`src/rtl/core/xtfe_pkg.sv`:
```
// ----------------------------------------------------------------------------
// xtfe_pkg: shared types and constants of the tag field extractor
// Phase codes, result kinds, register indexes and the fixed tag texts.
// ----------------------------------------------------------------------------
package xtfe_pkg;

  typedef enum logic [5:0] {
    PH_LINE    = 6'b000001,
    PH_DIR     = 6'b000010,
    PH_SKIP    = 6'b000100,
    PH_COUNT   = 6'b001000,
    PH_ARRTAG  = 6'b010000,
    PH_ARRIVAL = 6'b100000
  } phase_t;

  localparam logic [1:0] KIND_COUNT   = 2'd0;
  localparam logic [1:0] KIND_ARRIVAL = 2'd1;
  localparam logic [1:0] KIND_END     = 2'd2;

  localparam logic [1:0] CFG_LINE_ID   = 2'd0;
  localparam logic [1:0] CFG_DIRECTION = 2'd1;

  localparam logic [31:0] LINE_ID_RESET   = 32'h0000_0000;
  localparam logic [7:0]  DIRECTION_RESET = 8'h30;

  localparam logic [7:0] CH_LT = 8'h3C;  // '<'

  // last match position of each pattern, and tag lengths
  localparam logic [3:0] LINE_TAG_LEN = 4'd6;
  localparam logic [3:0] LINE_LAST    = 4'd9;
  localparam logic [3:0] DIR_TAG_LEN  = 4'd7;
  localparam logic [3:0] DIR_LAST     = 4'd7;
  localparam logic [3:0] ARR_TAG_LEN  = 4'd6;
  localparam logic [3:0] ARR_LAST     = 4'd5;
  localparam logic [1:0] COUNT_LAST   = 2'd2;

  typedef struct packed {
    phase_t     phase;
    logic [3:0] match_pos;
    logic [1:0] cap_cnt;
  } ctx_t;

  typedef struct packed {
    logic [1:0] field_kind;
    logic [7:0] data_byte;
    logic       record_done;
  } result_t;

  // "wayId>"
  function automatic logic [7:0] line_tag_char(input logic [2:0] pos);
    case (pos)
      3'd0:    return 8'h77;
      3'd1:    return 8'h61;
      3'd2:    return 8'h79;
      3'd3:    return 8'h49;
      3'd4:    return 8'h64;
      default: return 8'h3E;
    endcase
  endfunction

  // "ordkey>"
  function automatic logic [7:0] dir_tag_char(input logic [2:0] pos);
    case (pos)
      3'd0:    return 8'h6F;
      3'd1:    return 8'h72;
      3'd2:    return 8'h64;
      3'd3:    return 8'h6B;
      3'd4:    return 8'h65;
      3'd5:    return 8'h79;
      default: return 8'h3E;
    endcase
  endfunction

  // "rvlDt>"
  function automatic logic [7:0] arr_tag_char(input logic [2:0] pos);
    case (pos)
      3'd0:    return 8'h72;
      3'd1:    return 8'h76;
      3'd2:    return 8'h6C;
      3'd3:    return 8'h44;
      3'd4:    return 8'h74;
      default: return 8'h3E;
    endcase
  endfunction

endpackage

```
`src/rtl/core/xtfe_if.sv`:
```
// ----------------------------------------------------------------------------
// xtfe_if: request channels of the tag field extractor
// Byte input channel and result output channel, valid/ready handshake.
// ----------------------------------------------------------------------------
interface xtfe_in_if;
  logic       valid;
  logic       ready;
  logic [7:0] rx_byte;

  modport source (output valid, output rx_byte, input ready);
  modport sink   (input valid, input rx_byte, output ready);
endinterface

interface xtfe_out_if;
  logic       valid;
  logic       ready;
  logic [1:0] field_kind;
  logic [7:0] data_byte;
  logic       record_done;

  modport source (output valid, output field_kind, output data_byte,
                  output record_done, input ready);
  modport sink   (input valid, input field_kind, input data_byte,
                  input record_done, output ready);
endinterface

```
`src/rtl/core/xtfe_step.sv`:
```
// ----------------------------------------------------------------------------
// xtfe_step: per-byte match and capture logic
// Given the current context and one byte, gives the next context and result.
// ----------------------------------------------------------------------------
module xtfe_step (
  input  xtfe_pkg::ctx_t    ctx,
  input  logic [7:0]        rx_byte,
  input  logic [31:0]       line_id,
  input  logic [7:0]        dir_char,
  output xtfe_pkg::ctx_t    ctx_next,
  output xtfe_pkg::result_t res,
  output logic              res_valid
);

  logic [7:0] expected;
  logic [1:0] id_sel;
  logic       hit;

  assign id_sel = 2'(ctx.match_pos - xtfe_pkg::LINE_TAG_LEN);
  assign hit    = (rx_byte == expected);

  always_comb begin
    expected = '0;
    case (ctx.phase)
      xtfe_pkg::PH_LINE: begin
        if (ctx.match_pos < xtfe_pkg::LINE_TAG_LEN) begin
          expected = xtfe_pkg::line_tag_char(ctx.match_pos[2:0]);
        end else begin
          expected = line_id[(5'd24 - {id_sel, 3'b000}) +: 8];
        end
      end
      xtfe_pkg::PH_DIR: begin
        expected = (ctx.match_pos < xtfe_pkg::DIR_TAG_LEN) ?
                   xtfe_pkg::dir_tag_char(ctx.match_pos[2:0]) : dir_char;
      end
      xtfe_pkg::PH_ARRTAG: begin
        expected = xtfe_pkg::arr_tag_char(
          (ctx.match_pos < xtfe_pkg::ARR_TAG_LEN) ? ctx.match_pos[2:0] : 3'd0);
      end
      default: expected = '0;
    endcase
  end

  always_comb begin
    ctx_next  = ctx;
    res       = '0;
    res_valid = 1'b0;
    case (ctx.phase)
      xtfe_pkg::PH_LINE: begin
        if (!hit) begin
          ctx_next.match_pos = '0;
        end else if (ctx.match_pos >= xtfe_pkg::LINE_LAST) begin
          ctx_next.match_pos = '0;
          ctx_next.phase     = xtfe_pkg::PH_DIR;
        end else begin
          ctx_next.match_pos = ctx.match_pos + 4'd1;
        end
      end
      xtfe_pkg::PH_DIR: begin
        if (!hit) begin
          ctx_next.match_pos = '0;
        end else if (ctx.match_pos >= xtfe_pkg::DIR_LAST) begin
          ctx_next.match_pos = '0;
          ctx_next.phase     = xtfe_pkg::PH_SKIP;
        end else begin
          ctx_next.match_pos = ctx.match_pos + 4'd1;
        end
      end
      xtfe_pkg::PH_SKIP: begin
        ctx_next.cap_cnt = '0;
        ctx_next.phase   = xtfe_pkg::PH_COUNT;
      end
      xtfe_pkg::PH_COUNT: begin
        res_valid      = 1'b1;
        res.field_kind = xtfe_pkg::KIND_COUNT;
        res.data_byte  = rx_byte;
        if (ctx.cap_cnt >= xtfe_pkg::COUNT_LAST) begin
          ctx_next.cap_cnt   = '0;
          ctx_next.match_pos = '0;
          ctx_next.phase     = xtfe_pkg::PH_ARRTAG;
        end else begin
          ctx_next.cap_cnt = ctx.cap_cnt + 2'd1;
        end
      end
      xtfe_pkg::PH_ARRTAG: begin
        if (!hit) begin
          ctx_next.match_pos = '0;
        end else if (ctx.match_pos >= xtfe_pkg::ARR_LAST) begin
          ctx_next.match_pos = '0;
          ctx_next.phase     = xtfe_pkg::PH_ARRIVAL;
        end else begin
          ctx_next.match_pos = ctx.match_pos + 4'd1;
        end
      end
      xtfe_pkg::PH_ARRIVAL: begin
        res_valid = 1'b1;
        if (rx_byte == xtfe_pkg::CH_LT) begin
          res.field_kind     = xtfe_pkg::KIND_END;
          res.record_done    = 1'b1;
          ctx_next.phase     = xtfe_pkg::PH_LINE;
          ctx_next.match_pos = '0;
          ctx_next.cap_cnt   = '0;
        end else begin
          res.field_kind = xtfe_pkg::KIND_ARRIVAL;
          res.data_byte  = rx_byte;
        end
      end
      default: begin
        ctx_next.phase     = xtfe_pkg::PH_LINE;
        ctx_next.match_pos = '0;
        ctx_next.cap_cnt   = '0;
      end
    endcase
  end

endmodule

```
`src/rtl/core/xml_tag_field_extractor.sv`:
```
// ----------------------------------------------------------------------------
// xml_tag_field_extractor: streaming tag search and field capture
// Scans response text byte by byte and streams out the selected fields.
// ----------------------------------------------------------------------------
// One received byte is taken per request on rx_chan. The block looks for
// "wayId>" plus the four configured line-id bytes, then "ordkey>" plus the
// configured direction byte, drops one byte, and emits the next three bytes
// as remaining-count bytes (field_kind 0). It then looks for "rvlDt>" and
// emits each later byte as an arrival-time byte (field_kind 1) until a '<',
// which gives an end marker (field_kind 2, data 0, record_done 1) and starts
// the search over. A mismatching byte is consumed and restarts the pattern.
// Throughput is one byte per cycle while res_chan is not stalled; a byte's
// result passes through the input register and then the result register
// before it is presented on res_chan. Bytes that give no result need no room
// in the result register but still wait behind a stalled result. The user
// must write registers via cfg_we/cfg_index/cfg_data only while the block is
// idle; the block does not enforce it. Out-of-range indexes are ignored.
// ----------------------------------------------------------------------------
module xml_tag_field_extractor (
  input  logic               clk,
  input  logic               rst,
  input  logic               cfg_we,
  input  logic [1:0]         cfg_index,
  input  logic [31:0]        cfg_data,
  xtfe_in_if.sink            rx_chan,
  xtfe_out_if.source         res_chan
);

  // configuration registers
  logic [31:0] line_id;
  logic [7:0]  dir_char;

  // input register
  logic        in_v;
  logic [7:0]  in_byte;

  // match context
  xtfe_pkg::ctx_t ctx;
  xtfe_pkg::ctx_t ctx_next;

  // result register
  logic              out_v;
  xtfe_pkg::result_t out_res;

  xtfe_pkg::result_t step_res;
  logic              step_res_v;
  logic              fire;      // input register processed this cycle

  always_ff @(posedge clk) begin
    if (rst) begin
      line_id  <= xtfe_pkg::LINE_ID_RESET;
      dir_char <= xtfe_pkg::DIRECTION_RESET;
    end else if (cfg_we) begin
      case (cfg_index)
        xtfe_pkg::CFG_LINE_ID:   line_id  <= cfg_data;
        xtfe_pkg::CFG_DIRECTION: dir_char <= cfg_data[7:0];
        default: ;
      endcase
    end
  end

  // byte is processed when the result register is free or being drained
  assign fire          = in_v && (!out_v || res_chan.ready);
  assign rx_chan.ready = !in_v || fire;

  xtfe_step u_step (
    .ctx       (ctx),
    .rx_byte   (in_byte),
    .line_id   (line_id),
    .dir_char  (dir_char),
    .ctx_next  (ctx_next),
    .res       (step_res),
    .res_valid (step_res_v)
  );

  always_ff @(posedge clk) begin
    if (rst) begin
      in_v <= 1'b0;
    end else if (rx_chan.ready) begin
      in_v <= rx_chan.valid;
    end
  end

  always_ff @(posedge clk) begin
    if (rx_chan.ready && rx_chan.valid) begin
      in_byte <= rx_chan.rx_byte;
    end
  end

  always_ff @(posedge clk) begin
    if (rst) begin
      ctx.phase     <= xtfe_pkg::PH_LINE;
      ctx.match_pos <= '0;
      ctx.cap_cnt   <= '0;
    end else if (fire) begin
      ctx <= ctx_next;
    end
  end

  always_ff @(posedge clk) begin
    if (rst) begin
      out_v <= 1'b0;
    end else if (fire) begin
      out_v <= step_res_v;
    end else if (res_chan.ready) begin
      out_v <= 1'b0;
    end
  end

  always_ff @(posedge clk) begin
    if (fire && step_res_v) begin
      out_res <= step_res;
    end
  end

  assign res_chan.valid       = out_v;
  assign res_chan.field_kind  = out_res.field_kind;
  assign res_chan.data_byte   = out_res.data_byte;
  assign res_chan.record_done = out_res.record_done;

  // an empty result register never holds off the input side
  a_ready_when_empty: assert property (@(posedge clk) disable iff (rst)
    !out_v |-> rx_chan.ready)
    else $error("input stalled with empty result register");

  // end marker always sends the search back to the line-id tag
  a_end_restarts: assert property (@(posedge clk) disable iff (rst)
    fire && step_res_v && step_res.record_done |=>
      (ctx.phase == xtfe_pkg::PH_LINE) && (ctx.match_pos == 4'd0))
    else $error("end marker did not restart the search");

  // count capture never runs past three bytes
  a_count_bound: assert property (@(posedge clk) disable iff (rst)
    (ctx.phase == xtfe_pkg::PH_COUNT) |-> (ctx.cap_cnt <= xtfe_pkg::COUNT_LAST))
    else $error("remaining-count capture overran");

  // arrival tag position stays within the tag
  a_arrtag_bound: assert property (@(posedge clk) disable iff (rst)
    (ctx.phase == xtfe_pkg::PH_ARRTAG) |-> (ctx.match_pos <= xtfe_pkg::ARR_LAST))
    else $error("arrival tag position out of range");

  // results only come out of the capture and streaming phases
  a_result_phase: assert property (@(posedge clk) disable iff (rst)
    fire && step_res_v |->
      (ctx.phase == xtfe_pkg::PH_COUNT) || (ctx.phase == xtfe_pkg::PH_ARRIVAL))
    else $error("result produced in a search phase");

endmodule
```
`src/flat_wrapper.sv`:
```
// flat-port wrapper written by rule: the top's interface ports become plain ports
module xml_tag_field_extractor_flat 
  (clk, rst, cfg_we, cfg_index, cfg_data, rx_chan_valid, rx_chan_rx_byte, rx_chan_ready, res_chan_valid, res_chan_field_kind, res_chan_data_byte, res_chan_record_done, res_chan_ready);
  xtfe_in_if rx_chan_i ();
  xtfe_out_if res_chan_i ();
  input  logic clk;
  input  logic rst;
  input  logic cfg_we;
  input  logic [1:0] cfg_index;
  input  logic [31:0] cfg_data;
  input wire logic [$bits(rx_chan_i.valid)-1:0] rx_chan_valid;
  input wire logic [$bits(rx_chan_i.rx_byte)-1:0] rx_chan_rx_byte;
  output wire logic [$bits(rx_chan_i.ready)-1:0] rx_chan_ready;
  output wire logic [$bits(res_chan_i.valid)-1:0] res_chan_valid;
  output wire logic [$bits(res_chan_i.field_kind)-1:0] res_chan_field_kind;
  output wire logic [$bits(res_chan_i.data_byte)-1:0] res_chan_data_byte;
  output wire logic [$bits(res_chan_i.record_done)-1:0] res_chan_record_done;
  input wire logic [$bits(res_chan_i.ready)-1:0] res_chan_ready;
  assign rx_chan_i.valid = rx_chan_valid;
  assign rx_chan_i.rx_byte = rx_chan_rx_byte;
  assign rx_chan_ready = rx_chan_i.ready;
  assign res_chan_valid = res_chan_i.valid;
  assign res_chan_field_kind = res_chan_i.field_kind;
  assign res_chan_data_byte = res_chan_i.data_byte;
  assign res_chan_record_done = res_chan_i.record_done;
  assign res_chan_i.ready = res_chan_ready;
  xml_tag_field_extractor u_core (.clk(clk), .rst(rst), .cfg_we(cfg_we), .cfg_index(cfg_index), .cfg_data(cfg_data), .rx_chan(rx_chan_i), .res_chan(res_chan_i));
endmodule
```
`config.mk`:
```
export PLATFORM = sky130hd
export DESIGN_NAME = xml_tag_field_extractor_flat
export DESIGN_NICKNAME = d
export VERILOG_FILES = /design/src/rtl/core/xtfe_pkg.sv /design/src/rtl/core/xtfe_if.sv /design/src/rtl/core/xtfe_step.sv /design/src/rtl/core/xml_tag_field_extractor.sv /design/src/flat_wrapper.sv
export SDC_FILE = /design/constraint.sdc
export NUM_CORES = 1
export LEC_CHECK = 0
export ABC_AREA = 1
export BUFFER_PORTS_ARGS = -buffer_cell sky130_fd_sc_hd__buf_2
export CELL_PAD_IN_SITES_DETAIL_PLACEMENT = 1
export CELL_PAD_IN_SITES_GLOBAL_PLACEMENT = 1
export CORE_MARGIN = 2
export CORE_UTILIZATION = 37
export CTS_BUF_LIST = sky130_fd_sc_hd__clkbuf_8 sky130_fd_sc_hd__clkbuf_16
export DETAILED_ROUTE_END_ITERATION = 16
export MAX_ROUTING_LAYER = met4
export PLACE_DENSITY = 0.83
export REMOVE_ABC_BUFFERS = 1
export SLEW_MARGIN = 20
export SYNTH_ARGS = -nofsm -noshare
export SYNTH_HDL_FRONTEND = slang
export SYNTH_SLANG_ARGS = --single-unit
```
`constraint.sdc`:
```
create_clock -name clk -period 2.04 [get_ports clk]
set_input_delay 0.306 -clock clk [delete_from_list [all_inputs] [get_ports clk]]
set_output_delay 0.306 -clock clk [all_outputs]
set_load 0.005 [all_outputs]
```
# After elaboration in Yosys (flattened, before gate mapping)
# Cells that the tools add are included.
dict set report word_totals {
  register_bits 73
  out_inout_bits 13
  elab_cells 100
}
dict set report classes {
  add_sub_neg 4
  order_cmp 6
  eq_ne 26
  shifts 1
  mux 32
  bitwise 2
  n_reduce_logical 18
}
# op n
set ops {}
lappend ops {{$pmux 7 s5} 2}
lappend ops {{$pmux 7 s6} 1}
lappend ops {{$mux 6} 6}
lappend ops {{$pmux 6 s6} 1}
lappend ops {{$shiftx 32x6->8} 1}
lappend ops {{$mux 4} 6}
lappend ops {{$mux 8} 3}
lappend ops {{$pmux 4 s6} 1}
lappend ops {{$pmux 8 s3} 1}
lappend ops {{$pmux 10 s2} 1}
lappend ops {{$ne 2x2->1 const B} 8}
lappend ops {{$eq 3x2->1 const B} 4}
lappend ops {{$mux 12} 1}
lappend ops {{$mux 10} 1}
lappend ops {{$eq 3x3->1 const B} 3}
lappend ops {{$reduce_and 9->1} 1}
lappend ops {{$eq 8x6->1 const B} 1}
lappend ops {{$eq 8x8->1} 1}
lappend ops {{$ge 4x3->1 const B} 2}
lappend ops {{$lt 4x3->1 const B} 2}
lappend ops {{$eq 3x1->1 const B} 2}
lappend ops {{$eq 6x1->1 const B} 1}
lappend ops {{$eq 6x2->1 const B} 1}
lappend ops {{$eq 6x3->1 const B} 1}
lappend ops {{other kinds (26)} 37}

# Logic depth before layout (Yosys ltp)
# Gate-level depths: netlist (run 1).
dict set report depth {
  word_depth 8
  depth_mapped 22
}

# Modules after synthesis
# From an unflattened synthesis (run 1), not the netlist that was laid out.
dict set report hier_totals {
  hier_cells 694
  hier_area_um2 4551.9
}
# mod instances cells_per_inst area_each_um2 seq_area_each_um2
set modules_own_cells {}
lappend modules_own_cells {xml_tag_field_extractor 1 369 2922.8 1651.6}
lappend modules_own_cells {xtfe_step 1 325 1629.1 0.0}

# Worst setup path after synthesis (run 1)
# OpenSTA, ideal clock, no wires.
dict set report synth_path {
  path_type {reg-to-reg}
  from {register, netlist name u_core.ctx[2]}
  to {register, netlist name u_core.ctx[10]}
  setup_time_ns 0.113
  arrival_time_ns 2.020
  t_required_ns 1.927
  slack_ns -0.093
  path_stages_with_launch 19
  path_buffers 2
  cell_sequence {dfxtp_1 -> buf_6 -> inv_6 -> buf_8 -> ha_1 -> o21ai_2 -> nand3_1 -> nand3_1 -> nand3_1 -> nand2_1 -> nand2_1 -> nand2_1 -> nand2_1 -> nor2_2 -> nand2_2 -> nand2_4 -> nand2_4 -> nor2_1 -> nor2_1}
}
dict set report synth_between {
  elab_chain_len 8
  elab_cells_between_ends 34
  cone_classes {add/sub: 2; order compare: 5; eq/ne: 16; shift: 1; mux: 7; reduce/logical: 3}
}
# item line
set synth_lines {}
lappend synth_lines {{$sub 2x2->2 / $lt 4x3->1 (equally long branches)} {xtfe_step.sv:19, xtfe_step.sv:26, xtfe_step.sv:38}}
lappend synth_lines {{$sub 5x5->5 / $mux 3 (equally long branches)} {xtfe_step.sv:29, xtfe_step.sv:38}}
lappend synth_lines {{$shiftx 32x6->8, or another cell as far along} xtfe_step.sv:29} ;# expected = line_id[(5'd24 - {id_sel, 3'b000}) +: 8];
lappend synth_lines {{$mux 8 / $pmux 7 s5 (equally long branches)} {xtfe_step.sv:26, xtfe_pkg.sv:76}}
lappend synth_lines {{$pmux 8 s3} xtfe_step.sv:24} ;# case (ctx.phase)
lappend synth_lines {{$eq 8x8->1} xtfe_step.sv:20} ;# assign hit = (rx_byte == expected);
lappend synth_lines {{$ne 2x2->1 (no line)} --}
lappend synth_lines {{$reduce_and 9->1 (no line) (*)} --}
# Mark *: on every way between the ends. The rest lies on a longest branch, timed or not.
# A chain may end at the register's enable or synchronous reset.

# Worst setup path after layout (run 1)
dict set report layout_path {
  from {register, netlist name u_core.ctx[3]}
  to {register, netlist name u_core.ctx[9]}
}
dict set report layout_between {
  elab_chain_len 8
  elab_cells_between_ends 34
  cone_classes {add/sub: 2; order compare: 5; eq/ne: 16; shift: 1; mux: 7; reduce/logical: 3}
}
# item line
set layout_lines {}
lappend layout_lines {{$sub 2x2->2 / $lt 4x3->1 (equally long branches)} {xtfe_step.sv:19, xtfe_step.sv:26, xtfe_step.sv:38}}
lappend layout_lines {{$sub 5x5->5 / $mux 3 (equally long branches)} {xtfe_step.sv:29, xtfe_step.sv:38}}
lappend layout_lines {{$shiftx 32x6->8, or another cell as far along} xtfe_step.sv:29}
lappend layout_lines {{$mux 8 / $pmux 7 s5 (equally long branches)} {xtfe_step.sv:26, xtfe_pkg.sv:76}}
lappend layout_lines {{$pmux 8 s3} xtfe_step.sv:24}
lappend layout_lines {{$eq 8x8->1} xtfe_step.sv:20}
lappend layout_lines {{$ne 2x2->1 (no line)} --}
lappend layout_lines {{$reduce_and 9->1 (no line) (*)} --}
# Marks and branches as above.

==> reports/results.ini, run 1 <==
[grt]
grt_pass1_vias=4234
track_usage_pct=25.3
grt_start_max_net_pins=42
antenna_found_initial=0
grt_pass1_wl_um=21400
grt-ovfl-total=0

[place]
port_buffers=59
globalplace.congestion=0.878
dp_hpwl_um=9170
placedCellCount=761

[clock_tree]
clk_latency_ns=0.36
clk_pin_slew_ns=0.08
cts-root-buf=clkbuf_8
cts_hold_buffers=0
clk_path_buf_depth=2
cts_made_buffers=9
cts_sinks=73
tritoncts=built
ctsHtreeMaxLevel=3

[cells_and_area]
layout-area-overhead-vs-synth_pct=33.3
drive_above_1_share_pct=30.5
final_cells=789
final_nets=701
final_common_cell=nand2_1
n_antenna_cell=0
final_cell_mix=nand2_1, nor2_1, buf_2

[die]
die_y_um=106
die_x_um=106
initial_utilization_pct=37.7
die_area_um2=11200
rows=37
io_pins=60
core_um2=10200

[sta]
fin_skew_ns=0.0106
min_period_over_period_pct=108
slew_violations=0
setup_viol=10
fin_crit_ns=2.21
rsz0062_at_grt=true
worst_slack_ns=-0.173
slew_headroom_pct=73.1
finalHoldViolations=0
whs_ns=0.119
fin_setup_tns_ns=-1.44
max_freq_ghz=0.452
worstMarginPinSlew_ns=0.399

[power]
p_leak_uw=0.00234
p_per_area_nw_per_um2=593
peakVddDrop_v=0.000371
combPwrFrac_pct=7.3
power_switching_share_pct=24.3
power.share.sequential_pct=51.5
p_clk_share_pct=41.2
intPower_uw=2300
netSwitchingPower_uw=739

[drt]
highest_layer=met4
avgRoutedWirePerCell_um=16.8
met3_length_um=476
viasPerCell=5.08
postRouteAntennaNets=0
wl_um=13300
num_vias=4009
drc=0
wl_met2_um=6950
drtIter0Drc=160
m1WireLength_um=5450
drtPass1Iterations=4

[synthesis]
synth_top_flop_cell=dfxtp_1
synth_top_area_share_pct=28.1
synth-warning-count=0
synth_area_leader_cell=dfxtp_1
synth_edf_count=19
synth_cells=538
synth_area_leaders=dfxtp_1, edfxtp_1, nand2_1
yosysUniqueCellTypes=34
synth-seq-cells=73
avgSynthCellArea_um2=7.14
synthArstFlopShare_pct=0
yosysSeqAreaShare_pct=43.0
syn_area_um2=3840

[setup_path]
crit_path_end=u_core.ctx[9]
reg2reg_depth=16
cp.required_ns=2.30
r2r-end=u_core.ctx[9]
path_max_fanout=5
rr_startpoint=u_core.ctx[3]
ff2ff_setup_slack_ns=-0.17
worstSetupStartpoint=u_core.ctx[3]
start_kind=register
arrival_ns=2.47
endpoint_kind=register
critPathKind=register to register

[hold_path]
hold_path.class=input pin to register

[status]
status=finished with violations
violations=setup timing

[run]
max-cap-violations=0

## what timing repair did
action | 4_1_cts | 5_1_grt
cloned | 1 | 0
resized for setup | 44 | 23
buffers inserted | 10 | 2
setup endpoints to repair | 10 | 10
pin swaps | 17 | 17
## cells in the mapped netlist (3+ instances only)
| cell | number |
|---|---|
| edfxtp_1 | 19 |
| nor2_1 | 110 |
| nand2_1 | 114 |
| dfxtp_1 | 54 |
| clkbuf_1 | 11 |
| buf_6 | 3 |
| inv_1 | 40 |
| nor3_1 | 4 |
| nand3_1 | 50 |
| nand2_2 | 6 |
| o21ai_0 | 47 |
| nor2_2 | 3 |
| nand4_1 | 6 |
| nand3b_1 | 3 |
| ha_1 | 6 |
| clkinv_1 | 3 |
| a21oi_1 | 27 |
| buf_4 | 6 |
| inv_2 | 4 |
## power groups by stage
| stage | clock [uW] | combinational (uW) | sequential [uW] |
|---|---|---|---|
| finish | 1250 | 223 | 1560 |
| global route | 1330 | 250 | 1570 |
| CTS | 1250 | 220 | 1560 |
| detailed placement | 0 | 216 | 1600 |
| global placement | 0 | 205 | 1600 |
| floorplan | 0 | 110 | 1590 |
## final cells by class
type | instances | area, um2
Timing Repair Buffer | 119 | 805
Multi-Input combinational cell | 396 | 2080
Inverter | 49 | 203
Sequential cell | 73 | 1660
Tap cell | 136 | 170
Clock inverter | 7 | 85.1
Fill cell | 1336 | 5060
Clock buffer | 9 | 124
## registers in the layout, summed over array words and instances (netlist names)
register / flops
u_core.in_byte: 8
u_core.res_chan.record_done: 1
u_core.res_chan.field_kind: 2
u_core.ctx: 12
u_core.dir_char: 8
u_core.line_id: 32
u_core.res_chan.data_byte: 8
u_core.in_v: 1
u_core.res_chan.valid: 1
## worst min-delay path by stage
stage / start / to / cells past startpoint
floorplan: rst / u_core.ctx[1] / 1
global placement: u_core.line_id[7] / u_core.line_id[7] / 2
detailed placement: u_core.line_id[7] / u_core.line_id[7] / 2
CTS: rx_chan_rx_byte[3] / u_core.in_byte[3] / 1
global route: rx_chan_rx_byte[1] / u_core.in_byte[1] / 1
finish: rx_chan_rx_byte[1] / u_core.in_byte[1] / 1
## metal layers
metal | vias up | global-route usage [%]
met1 | 1924 | 28.1
met2 | 89 | 44.9
met5 | - | -
met4 | 0 | 12.0
met3 | 32 | 3.31
li1 | 1964 | -
## worst max-delay path, cell delays in order (launching register included)
cell     delay, ns
dfxtp_4       0.40
buf_6         0.14
ha_4          0.17
o21ai_4       0.20
buf_4         0.15
nand3_1       0.12
nand3_2       0.11
nand2_1       0.06
nand2_1       0.06
nand2_1       0.05
nand2_1       0.07
nor2_2        0.05
nand2_2       0.11
nand2_4       0.11
buf_4         0.16
a21oi_2       0.11
nor2_1        0.05
## through the flow
stage                     worst slack (ns)  utilization (%)  area, um2  power (uW)
after floorplan                      -1.13                -       3710        1700
after global placement              -0.239             44.8       4560        1800
after detailed placement            -0.342             44.8       4560        1810
after CTS                           -0.139             49.2       5010        3030
after global routing                -0.343             50.3       5120        3150
final                               -0.173             50.3       5120        3040
## cells by family (layout without fill, tap and decap cells)
kind of cell / count (synthesis) / after routing / share of synthesized area, %
flip-flops: 73 / 73 / 43.0
buffers and inverters: 70 / 184 / 8.47
XOR/XNOR: 1 / 1 / 0.228
AND/OR/NAND/NOR: 308 / 309 / 35.6
adder cells (fa/ha/maj): 6 / 6 / 1.95
AO/OA/AOI/OAI: 80 / 80 / 10.8
(Power assumes the default switching activity.)
==> run 2, diff against run 1 <==
--- a/config.mk
+++ b/config.mk
@@ -5,16 +5,15 @@
 export SDC_FILE = /design/constraint.sdc
 export NUM_CORES = 1
 export LEC_CHECK = 0
-export ABC_AREA = 1
 export BUFFER_PORTS_ARGS = -buffer_cell sky130_fd_sc_hd__buf_2
 export CELL_PAD_IN_SITES_DETAIL_PLACEMENT = 1
 export CELL_PAD_IN_SITES_GLOBAL_PLACEMENT = 1
 export CORE_MARGIN = 2
-export CORE_UTILIZATION = 37
+export CORE_UTILIZATION = 38
 export CTS_BUF_LIST = sky130_fd_sc_hd__clkbuf_8 sky130_fd_sc_hd__clkbuf_16
 export DETAILED_ROUTE_END_ITERATION = 16
 export MAX_ROUTING_LAYER = met4
-export PLACE_DENSITY = 0.83
+export PLACE_DENSITY = 0.82
 export REMOVE_ABC_BUFFERS = 1
 export SLEW_MARGIN = 20
 export SYNTH_ARGS = -nofsm -noshare
==> reports/results.ini, run 2 <==
[synthesis]
yosysMostFrequentCell=nand2_1
synth_cells=412  ; -23%
synth-seq-cells=73  ; unchanged
yosysUniqueCellTypes=53  ; +56%
syn_area_um2=3700  ; -3.8%
synth_top_flop_cell=dfxtp_1
synth.cells.most_frequent=nand2_1, dfxtp_1, a21oi_1
synthArstFlopShare_pct=0  ; unchanged
synth_area_leaders=dfxtp_1, edfxtp_1, nand2_1
yosysSeqAreaShare_pct=44.7  ; +1.7 points
avgSynthCellArea_um2=8.97  ; +26%
synth_area_leader_cell=dfxtp_1
synth_top_area_share_pct=29.2  ; +1.1 points
synth_edf_count=19  ; unchanged
synth-warning-count=0  ; unchanged

[sta]
whs_ns=0.125  ; +0.00568 ns
rsz0062_at_grt=true
finalHoldViolations=0  ; unchanged
worst_slack_ns=-1.01  ; -0.841 ns
worstMarginPinSlew_ns=0.653  ; +0.254 ns
fin_setup_tns_ns=-7.97  ; -6.53 ns
min_period_over_period_pct=150  ; +41 points
slew_headroom_pct=56.5  ; -17 points
fin_crit_ns=3.05  ; +0.841 ns
fin_skew_ns=0.00849  ; -0.00206 ns
setup_viol=9  ; -1
max_freq_ghz=0.327  ; -28%
slew_violations=0  ; unchanged

[drt]
avgRoutedWirePerCell_um=19.2  ; +15%
drtPass1Iterations=4  ; unchanged
drtIter0Drc=221  ; +38%
viasPerCell=5.41  ; +6.5%
num_vias=3695  ; -7.8%
wl_um=13100  ; -0.82%
postRouteAntennaNets=0  ; unchanged
drc=0  ; unchanged

[cells_and_area]
top_regs=u_core.line_id (32), u_core.ctx (12)
final_common_cell=nand2_1
n_antenna_cell=0  ; unchanged
largest_reg_flops=32  ; unchanged
top_register=u_core.line_id
fillers=1138  ; -15%
final_cell_mix=nand2_1, buf_4, buf_2
final_nets=598  ; -15%
fin_util_pct=54.5  ; +4.2 points
drive_above_1_share_pct=39.8  ; +9.3 points
layout-area-overhead-vs-synth_pct=41.4

[grt]
top_usage_layer=met2
grt_pass1_wl_um=19400  ; -9.3%
met2_usage_pct=44.4  ; -0.44 points
track_usage_pct=25.5  ; +0.21 points
antenna_found_initial=0  ; unchanged
grt_pass1_vias=3862  ; -8.8%
met3_usage_pct=4.61  ; +1.3 points
grt-ovfl-total=0  ; unchanged
grtUsageMet1_pct=29.3  ; +1.2 points
grt_start_max_net_pins=35  ; -17%

[setup_path]
crit_path_top_delay_cell=or4_4
cpPeakStageDelay_ns=0.46  ; +0.06 ns
critPathKind=register to register
start_kind=register
arrival_ns=3.33  ; +0.86 ns
cp.required_ns=2.32  ; +0.02 ns
critPathBufInv=3  ; unchanged
crit_family=simple AND/OR/NAND/NOR gates
path_max_fanout=6  ; +1
path_cells=inv_2, ha_2, buf_4, or3_4, a211oi_2, o32ai_2, xor2_1, a211oi_2, buf_4, nand4_4, or4_4, a21oi_2
endpoint_kind=register

[status]
status=finished with violations
violations=setup timing

[die]
core_um2=9590  ; -5.8%
die_y_um=103  ; -3.1%
die_area_um2=10500  ; -6.1%
io_pins=60  ; unchanged
die_x_um=103  ; -3.1%
rows=36  ; -2.7%
initial_utilization_pct=38.5  ; +0.81 points

[power]
p_per_area_nw_per_um2=548  ; -7.5%
netSwitchingPower_uw=692  ; -6.3%
intPower_uw=2170  ; -5.4%
combPwrFrac_pct=7.6  ; +0.3 points
power_switching_share_pct=24.2  ; -0.17 points
p_leak_uw=0.00210  ; -10%
peakVddDrop_v=0.000387  ; +4.2%
power.share.sequential_pct=54.0  ; +2.5 points
p_clk_share_pct=38.5  ; -2.7 points

[place]
globalplace.congestion=1.04  ; +19%
port_buffers=59  ; unchanged
dp_hpwl_um=9200  ; +0.33%

[clock_tree]
clk_path_buf_depth=2  ; unchanged
tritoncts=built
cts-root-buf=clkbuf_8
clk_latency_ns=0.35  ; about the same
cts_sinks=73  ; unchanged
cts_hold_buffers=0  ; unchanged
cts_made_buffers=9  ; unchanged
clk_pin_slew_ns=0.08  ; about the same
ctsHtreeMaxLevel=3  ; unchanged

[hold_path]
hold_path.class=input pin to register

[run]
max-cap-violations=0  ; unchanged

==> run 2: metrics by stage <==
stage / area [um2] / power, uW / worst slack [ns] / instances
global route: 5230 / 2990 / -1.08 / 683
detailed placement: 4660 / 1790 / -0.969 / 658
CTS: 5040 / 2900 / -0.847 / 677
floorplan: 3590 / 1660 / -1.39 / 387
global placement: 4660 / 1780 / -0.981 / 658
finish: 5230 / 2860 / -1.01 / 683
==> run 2: area by class of cell <==
cell class | count | area, um2 | share of cell area, %
clock inverters | 7 | 62.6 | 1.20
inverters | 10 | 37.5 | 0.718
well taps | 133 | 166 | 3.18
repair buffers | 147 | 1010 | 19.3
multi-input cells | 304 | 2170 | 41.5
clock buffers | 9 | 124 | 2.37
flip-flops and latches | 73 | 1660 | 31.8
==> run 2: power groups by stage <==
stage	sequential [uW]	clock, uW	combinational [uW]
2_1_floorplan	1570	0	84.9
3_3_place_gp	1580	0	201
3_5_place_dp	1580	0	210
4_1_cts	1550	1130	215
5_1_grt	1550	1200	239
6_report	1550	1100	217
==> run 2: worst reg2reg max path: stages, from the launching register on <==
cell      delay, ns
dfxtp_4        0.40
inv_2          0.08
ha_2           0.22
buf_4          0.16
or3_4          0.39
a211oi_2       0.27
o32ai_2        0.13
xor2_1         0.17
a211oi_2       0.23
buf_4          0.15
nand4_4        0.16
or4_4          0.47
a21oi_2        0.16
==> run 2: cells by family (layout without fill, tap and decap cells) <==
logic type	count (synthesis)	in the layout	share of synthesized area (%)
compound gates	92	92	16.5
xor+xnor	5	5	1.18
fa+ha+maj	6	6	2.03
buf+inv	35	173	3.93
flops	73	73	44.7
mux	16	16	7.04
simple gates	185	185	24.7
==> run 2: path summary, 6_finish.rpt <==
kind,start,end,slack [ns],depth (start not counted)
min reg2reg,u_core.line_id[19],u_core.line_id[19],0.46,2
min,rx_chan_rx_byte[1],u_core.in_byte[1],0.13,1
max,u_core.ctx[2],u_core.ctx[3],-1.01,12
max reg2reg,u_core.ctx[2],u_core.ctx[3],-1.01,12
==> run 2: metal layers <==
metal  vias to the layer above  routed length (um)
li1                       1748                   -
met4                         0                 276
met5                         -                   0
met1                      1824                5200
met3                        20                 570
met2                       103                7100
==> run 2: repair_timing <==
item / 4_1_cts / 5_1_grt
setup buffers: 3 / 5
cloned: 0 / 1
setup endpoints to repair: 10 / 25
pin swaps: 8 / 11
resized for setup: 37 / 28
==> run 3, diff against run 2 <==
--- a/config.mk
+++ b/config.mk
@@ -9,8 +9,9 @@
 export CELL_PAD_IN_SITES_DETAIL_PLACEMENT = 1
 export CELL_PAD_IN_SITES_GLOBAL_PLACEMENT = 1
 export CORE_MARGIN = 2
-export CORE_UTILIZATION = 38
+export CORE_UTILIZATION = 39
 export CTS_BUF_LIST = sky130_fd_sc_hd__clkbuf_8 sky130_fd_sc_hd__clkbuf_16
+export CTS_CLUSTER_SIZE = 14
 export DETAILED_ROUTE_END_ITERATION = 16
 export MAX_ROUTING_LAYER = met4
 export PLACE_DENSITY = 0.82
@@ -18,4 +19,5 @@
 export SLEW_MARGIN = 20
 export SYNTH_ARGS = -nofsm -noshare
 export SYNTH_HDL_FRONTEND = slang
+export SYNTH_HIERARCHICAL = 1
 export SYNTH_SLANG_ARGS = --single-unit
==> reports/results.ini, run 3 <==
[setup_path]
endpoint_kind=register
path_max_fanout=8  ; +2
worstSetupStartpoint=u_core/ctx[2]
cpPeakStageDelay_ns=0.41  ; -0.05 ns
start_kind=register
ff2ff_setup_slack_ns=-0.97  ; +0.05 ns
cp.required_ns=2.30  ; -0.02 ns
critPathKind=register to register
arrival_ns=3.27  ; -0.06 ns
crit_path_top_delay_cell=nor4b_1
r2r-end=u_core/ctx[7]
rr_startpoint=u_core/ctx[2]
reg2reg_depth=14  ; +2
path_cells=buf_6, ha_4, ha_4, buf_4, nor4b_1, o32a_1, a21oi_1, nand3b_1, nor4_4, buf_6, a21oi_2, o32a_1, nand2b_1, mux2i_1

[drt]
drc=0  ; unchanged
viasPerCell=5.64  ; +4.2%
wl_um=14100  ; +7.0%
drtIter0Drc=187  ; -15%
postRouteAntennaNets=0  ; unchanged
num_vias=4015  ; +8.7%
avgRoutedWirePerCell_um=19.8  ; +2.6%
drtPass1Iterations=5  ; +1

[grt]
grt-ovfl-total=0  ; unchanged
antenna_found_initial=0  ; unchanged
grt_pass1_vias=4127  ; +6.9%
grt_pass1_wl_um=21100  ; +8.5%
grt_start_max_net_pins=44  ; +26%
track_usage_pct=24.4  ; -1.1 points

[cells_and_area]
largest_reg_flops=32  ; unchanged
top_register=u_core/line_id
final_common_cell=nand2_1
final_cell_mix=nand2_1, buf_4, buf_2
top_regs=u_core/line_id (32), u_core/ctx (12)
n_antenna_cell=0  ; unchanged
drive_above_1_share_pct=38.5  ; -1.3 points
fin_util_pct=54.3  ; -0.18 points
final_nets=624  ; +4.3%
layout-area-overhead-vs-synth_pct=35.5

[status]
status=finished with violations
violations=setup timing

[sta]
max_freq_ghz=0.333  ; +1.6%
min_period_over_period_pct=147  ; -2.4 points
fin_crit_ns=3.01  ; -0.0481 ns
worst_slack_ns=-0.967  ; +0.0481 ns
slew_headroom_pct=58.6  ; +2.1 points
fin_skew_ns=0.0128  ; +0.00433 ns
rsz0062_at_grt=true
worstMarginPinSlew_ns=0.620  ; -0.0336 ns
finalHoldViolations=0  ; unchanged
slew_violations=0  ; unchanged
setup_viol=20  ; +11

[clock_tree]
cts_sinks=73  ; unchanged
cts_made_buffers=9  ; unchanged
clk_latency_ns=0.37  ; +0.02 ns
tritoncts=built
clk_path_buf_depth=2  ; unchanged
ctsHtreeMaxLevel=3  ; unchanged
cts-root-buf=clkbuf_8
clk_pin_slew_ns=0.09  ; about the same

[synthesis]
avgSynthCellArea_um2=9.11  ; +1.5%
synth_cells=452  ; +9.7%
synth-warning-count=6  ; +6
synth_area_leader_cell=dfxtp_1
synth.cells.most_frequent=nand2_1, dfxtp_1, a21oi_1
synth_edf_count=19  ; unchanged
synth_top_area_share_pct=26.3  ; -3.0 points
yosysMostFrequentCell=nand2_1
synth-seq-cells=73  ; unchanged
synthArstFlopShare_pct=0  ; unchanged
synth_top_flop_cell=dfxtp_1
yosysSeqAreaShare_pct=40.1  ; -4.6 points
synth_area_leaders=dfxtp_1, edfxtp_1, nand2_1
yosysUniqueCellTypes=71  ; +34%
syn_area_um2=4120  ; +11%

[die]
die_y_um=107  ; +4.0%
rows=37  ; +2.8%
io_pins=60  ; unchanged
core_um2=10300  ; +7.1%
die_area_um2=11400  ; +8.2%
die_x_um=107  ; +4.0%
initial_utilization_pct=40.1  ; +1.5 points

[power]
peakVddDrop_v=0.000340  ; -12%
total_power_uw=3210  ; +12%
p_leak_uw=0.00218  ; +4.2%
p_per_area_nw_per_um2=575  ; +4.8%

[hold_path]
hold_path.class=input pin to register
min_path_cells=1  ; unchanged
whs_endpoint=u_core/in_byte[6]
min-delay-start=rx_chan_rx_byte[6]

[place]
globalplace.congestion=0.967  ; -7.3%
dp_hpwl_um=9090  ; -1.2%
port_buffers=59  ; unchanged

[run]
max-cap-violations=0  ; unchanged

-- run 3: cell count changes after synthesis, moves of 6 or more --
cell	change
mux2i_1	+12
nand2_1	-7
nor2b_1	-6
nand2b_1	+25
nand3b_1	-7
clkbuf_1	-13
or3_1	-6
buf_6	+6
buf_4	+6
-- run 3: cell families after synthesis --
kind of cell / share of synthesized area, %
DFF: 40.1
buffers and inverters: 5.77
adders and majority gates: 1.82
AOI/OAI and AO/OA: 16.7
xor gates and xnor gates: 0.851
and+or+nand+nor: 25.1
muxes: 9.69
-- run 3: how the worst max path moves through the flow --
stage | to | slack (ns) | cells after the start
after detailed placement | u_core/ctx[7] | -1.03 | 15
after CTS | u_core/ctx[7] | -0.91 | 13
after global placement | u_core/ctx[3] | -0.97 | 15
final | u_core/ctx[7] | -0.97 | 14
after floorplan | u_core/ctx[7] | -1.40 | 12
after global routing | u_core/ctx[7] | -1.13 | 14
-- run 3: routing by layer --
metal	vias up	GRT usage, %	share of wire (%)
met4	0	10.6	3.7
met1	1995	27.7	40
li1	1835	-	-
met2	133	42.7	53
met5	-	-	0
met3	52	3.65	3.8
-- run 3: report_power, final --
| group | internal, uW | leakage [uW] | switching, uW |
|---|---|---|---|
| combinational | 98.6 | 0.00146 | 103 |
| sequential | 1520 | 0.000593 | 35.8 |
| clock | 828 | 0.000126 | 621 |
-- run 3: repair_timing --
| action | 4_1_cts | 5_1_grt |
|---|---|---|
| cloned | 1 | 0 |
| pin swaps | 19 | 24 |
| setup endpoints to repair | 27 | 22 |
| hold buffers | 0 | 0 |
| resized for setup | 37 | 38 |
| buffers inserted | 4 | 6 |
| hold endpoints to repair | 0 | 0 |
-- run 3: layout make-up --
class / instances / area (um2)
Inverter: 6 / 25.0
Multi-Input combinational cell: 342 / 2520
Tap cell: 136 / 170
Clock inverter: 7 / 125
Timing Repair Buffer: 139 / 962
Clock buffer: 9 / 124
Fill cell: 1201 / 4700
Sequential cell: 73 / 1660
-- run 3: critical path, delay by kind of cell (launching register included) --
family	cells	cell delay, ns
AO/OA/AOI/OAI	4	0.73
adder cells (fa/ha/maj)	2	0.36
flip-flops	1	0.37
multiplexers	1	0.06
buffers and inverters	3	0.44
AND/OR/NAND/NOR	4	0.92
-- run 3: through the flow --
| stage | hold WS, ns | TNS (ns) | cell area (um2) | setup WS (ns) | cells |
|---|---|---|---|---|---|
| 3_5_place_dp | 0.446 | -12.20 | 4920 | -1.03 | 685 |
| 4_1_cts | 0.107 | -10.13 | 5340 | -0.909 | 706 |
| 6_report | 0.110 | -10.44 | 5580 | -0.967 | 712 |
| 3_3_place_gp | 0.439 | -9.61 | 4920 | -0.966 | 685 |
| 5_1_grt | 0.0910 | -12.92 | 5580 | -1.13 | 712 |
| 2_1_floorplan | 0.375 | -14.03 | 3900 | -1.40 | 421 |
